--- config.mk ---
export PLATFORM = sky130hd
export DESIGN_NAME = rfb_client_message_framer_core
export DESIGN_NICKNAME = d
export VERILOG_FILES = /design/src/rfbf_pkg.sv /design/src/rfbf_framer.sv /design/src/rfb_client_message_framer_core.sv
export SDC_FILE = /design/constraint.sdc
export NUM_CORES = 1
export LEC_CHECK = 0
export BUFFER_PORTS_ARGS = -buffer_cell sky130_fd_sc_hd__buf_4
export CORE_MARGIN = 1
export CORE_UTILIZATION = 35
export CTS_BUF_LIST = sky130_fd_sc_hd__clkbuf_2
export CTS_CLUSTER_SIZE = 20
export DETAILED_ROUTE_END_ITERATION = 10
export GPL_ROUTABILITY_DRIVEN = 0
export GPL_TIMING_DRIVEN = 1
export PLACE_DENSITY_LB_ADDON = 0.3
export SETUP_SLACK_MARGIN = 0.3
export SYNTH_ARGS = -nofsm -noshare
export SYNTH_HDL_FRONTEND = slang
export SYNTH_SLANG_ARGS = --single-unit
--- constraint.sdc ---
create_clock -name i_clk -period 10.15 [get_ports i_clk]
set_input_delay 2.03 -clock i_clk [delete_from_list [all_inputs] [get_ports i_clk]]
set_output_delay 2.03 -clock i_clk [all_outputs]
set_load 0.02 [all_outputs]
--- src/rfbf_pkg.sv ---
package rfbf_pkg;

    typedef enum logic [1:0] {
        PH_IDLE    = 2'd0,
        PH_FIXED   = 2'd1,
        PH_PAYLOAD = 2'd2
    } t_phase;

    localparam logic [1:0] ROLE_TYPE    = 2'd0;
    localparam logic [1:0] ROLE_FIXED   = 2'd1;
    localparam logic [1:0] ROLE_PAYLOAD = 2'd2;
    localparam logic [1:0] ROLE_DISCARD = 2'd3;

    localparam logic [2:0] TYPE_COLOURS   = 3'd1;
    localparam logic [2:0] TYPE_ENCODINGS = 3'd2;
    localparam logic [2:0] TYPE_CUT_TEXT  = 3'd6;
    localparam logic [7:0] TYPE_MAX       = 8'd6;

    typedef struct packed {
        logic [7:0]  byte_value;
        logic [2:0]  message_type;
        logic [1:0]  byte_role;
        logic [4:0]  fixed_position;
        logic [31:0] payload_length;
        logic        message_done;
        logic        protocol_error;
    } t_result;

    // fixed part length, type byte included
    function automatic logic [4:0] fixed_len(input logic [2:0] t);
        logic [4:0] len;
        case (t)
            3'd0:    len = 5'd20;
            3'd1:    len = 5'd6;
            3'd2:    len = 5'd4;
            3'd3:    len = 5'd10;
            3'd4:    len = 5'd8;
            3'd5:    len = 5'd6;
            3'd6:    len = 5'd8;
            default: len = 5'd20;
        endcase
        return len;
    endfunction

    function automatic logic is_length_byte(input logic [2:0] t, input logic [4:0] pos);
        logic hit;
        case (t)
            TYPE_COLOURS:   hit = (pos == 5'd4) || (pos == 5'd5);
            TYPE_ENCODINGS: hit = (pos == 5'd2) || (pos == 5'd3);
            TYPE_CUT_TEXT:  hit = (pos >= 5'd4) && (pos <= 5'd7);
            default:        hit = 1'b0;
        endcase
        return hit;
    endfunction

    function automatic logic [31:0] payload_of(input logic [2:0] t, input logic [31:0] cap);
        logic [31:0] cnt;
        logic [31:0] plen;
        cnt = {16'd0, cap[15:0]};
        case (t)
            TYPE_COLOURS:   plen = (cnt << 2) + (cnt << 1);
            TYPE_ENCODINGS: plen = cnt << 2;
            TYPE_CUT_TEXT:  plen = cap;
            default:        plen = 32'd0;
        endcase
        return plen;
    endfunction

endpackage

--- src/rfbf_framer.sv ---
module rfbf_framer
    import rfbf_pkg::*;
(
    input  logic       i_clk,
    input  logic       i_rst_n,
    input  logic       i_step,
    input  logic [7:0] i_data_byte,
    input  logic       i_segment_end,
    output t_result    o_res
);

    t_phase      r_phase,   n_phase;
    logic [2:0]  r_type,    n_type;
    logic [4:0]  r_count,   n_count;
    logic [31:0] r_cap,     n_cap;
    logic [31:0] r_left,    n_left;
    logic [31:0] r_plen,    n_plen;
    logic        r_discard, n_discard;

    logic [31:0] fix_cap;
    logic [4:0]  fix_count;
    logic        fix_end;
    logic [31:0] fix_plen;
    logic [31:0] pay_left;

    always_comb begin
        fix_cap   = is_length_byte(r_type, r_count) ? {r_cap[23:0], i_data_byte} : r_cap;
        fix_count = r_count + 5'd1;
        fix_end   = (fix_count >= fixed_len(r_type));
        fix_plen  = payload_of(r_type, fix_cap);
        pay_left  = r_left - 32'd1;
    end

    // next state
    always_comb begin
        n_phase   = r_phase;
        n_type    = r_type;
        n_count   = r_count;
        n_cap     = r_cap;
        n_left    = r_left;
        n_plen    = r_plen;
        n_discard = r_discard;
        if (r_discard) begin
            if (i_segment_end) n_discard = 1'b0;
        end else begin
            case (r_phase)
                PH_FIXED: begin
                    n_cap   = fix_cap;
                    n_count = fix_count;
                    if (fix_end) begin
                        n_plen = fix_plen;
                        if (fix_plen == 32'd0) begin
                            n_phase = PH_IDLE;
                        end else begin
                            n_left  = fix_plen;
                            n_phase = PH_PAYLOAD;
                        end
                    end
                end
                PH_PAYLOAD: begin
                    n_left = pay_left;
                    if (pay_left == 32'd0) n_phase = PH_IDLE;
                end
                default: begin
                    if (i_data_byte > TYPE_MAX) begin
                        n_phase = PH_IDLE;
                        if (!i_segment_end) n_discard = 1'b1;
                    end else begin
                        n_type  = i_data_byte[2:0];
                        n_count = 5'd1;
                        n_cap   = 32'd0;
                        n_left  = 32'd0;
                        n_phase = PH_FIXED;
                    end
                end
            endcase
        end
    end

    // result of the current item
    always_comb begin
        o_res                = '0;
        o_res.byte_value     = i_data_byte;
        if (r_discard) begin
            o_res.byte_role = ROLE_DISCARD;
        end else begin
            case (r_phase)
                PH_FIXED: begin
                    o_res.message_type   = r_type;
                    o_res.byte_role      = ROLE_FIXED;
                    o_res.fixed_position = r_count;
                    if (fix_end) begin
                        o_res.payload_length = fix_plen;
                        o_res.message_done   = (fix_plen == 32'd0);
                    end
                end
                PH_PAYLOAD: begin
                    o_res.message_type   = r_type;
                    o_res.byte_role      = ROLE_PAYLOAD;
                    o_res.payload_length = r_plen;
                    o_res.message_done   = (pay_left == 32'd0);
                end
                default: begin
                    o_res.byte_role = ROLE_TYPE;
                    if (i_data_byte > TYPE_MAX) begin
                        o_res.protocol_error = 1'b1;
                    end else begin
                        o_res.message_type = i_data_byte[2:0];
                    end
                end
            endcase
        end
    end

    always_ff @(posedge i_clk) begin
        if (!i_rst_n) begin
            r_phase   <= PH_IDLE;
            r_type    <= 3'd0;
            r_count   <= 5'd0;
            r_cap     <= 32'd0;
            r_left    <= 32'd0;
            r_plen    <= 32'd0;
            r_discard <= 1'b0;
        end else if (i_step) begin
            r_phase   <= n_phase;
            r_type    <= n_type;
            r_count   <= n_count;
            r_cap     <= n_cap;
            r_left    <= n_left;
            r_plen    <= n_plen;
            r_discard <= n_discard;
        end
    end

endmodule

--- src/rfb_client_message_framer_core.sv ---
// A byte passes through the input register and then the result register on its way to the
// outputs. Throughput: one byte per cycle while i_out_stall is low; framing state advances as
// an item moves into the result register, so back-to-back bytes see each other's updates with
// no bubble.
// Reset (synchronous, active low): both registers empty, framer idle awaiting a
// type byte, discard flag clear.
module rfb_client_message_framer_core
    import rfbf_pkg::*;
(
    input  logic        i_clk,
    input  logic        i_rst_n,
    input  logic        i_in_valid,
    output logic        o_in_stall,
    input  logic [7:0]  i_data_byte,
    input  logic        i_segment_end,
    output logic        o_out_valid,
    input  logic        i_out_stall,
    output logic [7:0]  o_byte_value,
    output logic [2:0]  o_message_type,
    output logic [1:0]  o_byte_role,
    output logic [4:0]  o_fixed_position,
    output logic [31:0] o_payload_length,
    output logic        o_message_done,
    output logic        o_protocol_error
);

    logic       r_in_valid;
    logic [7:0] r_in_byte;
    logic       r_in_seg;
    logic       r_out_valid;
    t_result    r_out;
    t_result    step_res;
    logic       move;
    logic       in_take;

    // item leaves the input register when the result register is free or draining
    assign move    = r_in_valid && (!r_out_valid || !i_out_stall);
    assign in_take = i_in_valid && !o_in_stall;
    assign o_in_stall = r_in_valid && !move;

    rfbf_framer u_framer (
        .i_clk         (i_clk),
        .i_rst_n       (i_rst_n),
        .i_step        (move),
        .i_data_byte   (r_in_byte),
        .i_segment_end (r_in_seg),
        .o_res         (step_res)
    );

    always_ff @(posedge i_clk) begin
        if (!i_rst_n) begin
            r_in_valid  <= 1'b0;
            r_out_valid <= 1'b0;
        end else begin
            if (in_take)   r_in_valid <= 1'b1;
            else if (move) r_in_valid <= 1'b0;
            if (move)              r_out_valid <= 1'b1;
            else if (!i_out_stall) r_out_valid <= 1'b0;
        end
    end

    always_ff @(posedge i_clk) begin
        if (in_take) begin
            r_in_byte <= i_data_byte;
            r_in_seg  <= i_segment_end;
        end
        if (move) r_out <= step_res;
    end

    assign o_out_valid      = r_out_valid;
    assign o_byte_value     = r_out.byte_value;
    assign o_message_type   = r_out.message_type;
    assign o_byte_role      = r_out.byte_role;
    assign o_fixed_position = r_out.fixed_position;
    assign o_payload_length = r_out.payload_length;
    assign o_message_done   = r_out.message_done;
    assign o_protocol_error = r_out.protocol_error;

endmodule
==> metrics.md <==
| Metric | Value |
|---|---|
| WL met2 | roughly 14 mm |
| Leakage | 3.92 nW |
| Die area | 30200 um2 |
| Total CTS buffers | 17 |
| Vias in the first global route | 8739 |
| Family with the most delay on the worst path | simple AND/OR/NAND/NOR gates |
| Area leader, netlist | dfxtp_1 |
| Layout area overhead | 9.83% |
| Post-CTS Setup Inserts | 0 |
| CP startpoint kind | register |
| Critical path type | register to register |
| Status | complete, no violations |
| CTS tree | yes |
| Drt first pass iters | 7 |
| Hold_sp | r_in_seg |
| Fin. Hold Viols | 0 |
| Setup TNS | 0 ps |
| Detailed Route WL | approximately 32 mm |
| Synth cell types | 84 |
| Avg Inst Size Synth | 8.28 um2 |
| Nets | 1293 |
| Pwr Density | 106 nW/um2 |
| Post-synth top area share | 0.211 |
| Clk Tree Root Cell | clkbuf_2 |
| Top cell by count, worst path | ha_1 |
| Worst Setup End Kind | register |
| Reg-to-Reg Start | u_framer.r_type[2] |
| Hold Path Class | register to register |
| Final setup fails | 0 |
| Max Cap Violations | 0 |
| Reg2reg end | u_framer.r_left[4] |
| Worst Path Required | 10940 ps |
| PnR worst setup slack | 2700 ps |
| DR vias/cell | a little under 6 |
| # DRC | 0 |
| Top post-synthesis cells by area | dfxtp_1 21%, edfxtp_1 18%, nor2_1 5.5% |
| Fin. max-slew vios | 0 |
| Minimum clock period | 7450 ps |
| Metal-1 WL | between 10 and 15 mm |
| Critical Path Fanout Max | 60 |
| Met3 routed WL | 2.44 mm |
| DR iter-0 viols | 1054 |
| Worst path max stage delay | 860 ps |
| Clock slew at reported path FFs | around 280 ps |
| Max VDD drop | 0.0581 mV |
| Syn Nets | 1286 |
| Post-CTS Hold Buffers | 0 |
| Crit-path cells | nand3b_1, o22a_2, nor2_4, a2bb2oi_1, inv_1, ha_1, ha_1, a221o_1, or3_1, o22ai_2, a2111oi_0, or4_1, nor3_1, nand4b_1, o21ai_4, buf_4, a221oi_1, a211oi_2 |
| Slowest-stage cell, CP | nand3b_1 |
| Highest Signal Layer | met4 |
| Congestion Overflow GR | 0 |
| Share of cells above drive strength 1 | 0.126 |
| Seq cells post-synth | 170 |
| Min-Delay Endpoint | u_framer.r_discard |
| Synthesized cell area | 10300 um2 |
| Hpwl dp | approximately 22 mm |
| Wire length per cell | 19.2 um |
| Mapped Cells | 1246 |
| Resized Gates After CTS | 0 |
| Reg2Reg Setup Slack | 2700 ps |
| Die Ht | 174 um |
| Worst Hold Depth | 1 |
| Crit path DAT | 8240 ps |
| Worst-margin pin slew | ~1300 ps |
| Max Freq | approximately 130 MHz |
| Sequential element share of the synthesized area | 0.389 |
| Sink count of the clock tree | 170 |
| Max Buffers Root-to-Sink | 2 |
| Ys async rst share | 0 |
| Yosys warnings | 0 |
| Antenna Nets Post-Route | 0 |
| First-pass GRT wire length | 50.1 mm |
| Initial antenna violation count | 2 |
| Initial core utilization | 0.358 |
| Vias | 9689 |
| Gr usage total | 0.210 |
| Place WS | slightly below 3000 ps |
| Clock Skews | 61.9 ps |
| Largest net degree at the start of global routing | 61 |
| Top FF cell, synth | dfxtp_1 |
| Row count | 62 |
| R2r worst-path depth | 18 |
| IO buf count | 66 |
| Clock latency on the worst-skew pair | 870 ps |
| CTS H-tree depth | 4 |
| CORE AREA | 28900 um2 |
| Number of flops mapped to enable cells by yosys | slightly above 60 |
| DP Cell Count | 1618 |
| Fin crit share | 0.734 |
| RSZ-0062 raised after global routing | false |
| CP Buf/Inv Count | 2 |
| Finished Layout Cells | 1653 |
| Width of the die | 174 um |
| Headroom to the max-slew limit | 0.155 |
| # IOs | 67 |
==> worst max-delay path by stage <==
stage	start	endpoint	slack, ps	cells after the start
global route	u_framer.r_type[2]	u_framer.r_left[28]	2270	19
CTS	u_framer.r_type[2]	u_framer.r_left[4]	2890	18
floorplan	i_out_stall	u_framer.r_cap[22]	2270	9
global placement	u_framer.r_type[2]	u_framer.r_left[9]	3130	18
finish	u_framer.r_type[2]	u_framer.r_left[4]	2700	18
detailed placement	u_framer.r_type[2]	u_framer.r_left[7]	2950	18
==> placed cells by master, fill, tap and decap left out, types with 10 or more instances in the layout <==
| master | count |
|---|---|
| a211oi_1 | 18 |
| a22oi_1 | 69 |
| nand4_1 | 14 |
| clkbuf_2 | 17 |
| ha_1 | 27 |
| mux2i_1 | 23 |
| o22ai_1 | 12 |
| nand3_1 | 40 |
| xnor2_1 | 26 |
| a21oi_1 | 96 |
| o211ai_1 | 14 |
| dfxtp_1 | 109 |
| nand2_1 | 136 |
| a221oi_1 | 10 |
| nand2b_1 | 13 |
| edfxtp_1 | 61 |
| inv_1 | 36 |
| nor2_1 | 149 |
| o21ai_0 | 43 |
| nor3_1 | 44 |
| buf_4 | 82 |
| nor2b_1 | 12 |
| or3_1 | 11 |
| nor4_1 | 16 |
==> area by class of cell <==
class	count	area, um2
Clock buffer	17	85.1
Clock inverter	15	179
Inverter	39	146
Multi-Input combinational cell	943	5810
Fill cell	2935	17500
Antenna cell	3	7.51
Sequential cell	170	4010
Tap cell	384	480
Timing Repair Buffer	82	616
==> stage by stage <==
step	power (mW)	cell area [um2]	utilization	hold slack, ps
after global routing	1.25	11300	0.393	430
after CTS	1.21	11300	0.393	436
after detailed placement	0.819	11100	0.383	427
after floorplan	0.788	10300	-	409
final	1.20	11300	0.393	430
after global placement	0.819	11100	0.383	413
==> sequential cells by signal (all words and copies together) (netlist names), 3 cells and up <==
register,flops
o_message_type,3
u_framer.r_count,5
o_byte_value,8
u_framer.r_cap,32
u_framer.r_left,32
u_framer.r_plen,32
o_fixed_position,5
r_in_byte,8
u_framer.r_type,3
o_payload_length,32
==> cell families after synthesis <==
| family | synth area share |
|---|---|
| mux | 0.0339 |
| compound gates | 0.237 |
| fa+ha+maj | 0.0327 |
| simple gates | 0.230 |
| xor+xnor | 0.0263 |
| buf+inv | 0.0519 |
| flops | 0.389 |
==> cell usage after synthesis, drive strengths merged (13+ instances only) <==
master  number
nand2b      13
a211oi      27
nand2      136
inv         37
o21ai       46
edfxtp      61
clkbuf      73
dfxtp      109
mux2i       23
nand3       40
a21oi       97
o22ai       14
a22oi       69
o211ai      14
buf         21
xnor2       26
nand4       14
nor2       153
nor3        45
ha          27
nor4        16
==> metal layers <==
layer  up-vias  track usage
li1       4604            -
met1      4549        0.291
met2       465        0.315
met3        71       0.0414
met4         0       0.0936
met5         -            0
==> power by group <==
part	internal (mW)	switching, mW
Combinational	0.0267	0.0483
Sequential	0.721	0.0106
Clock	0.105	0.293
(Power assumes the default switching activity.)
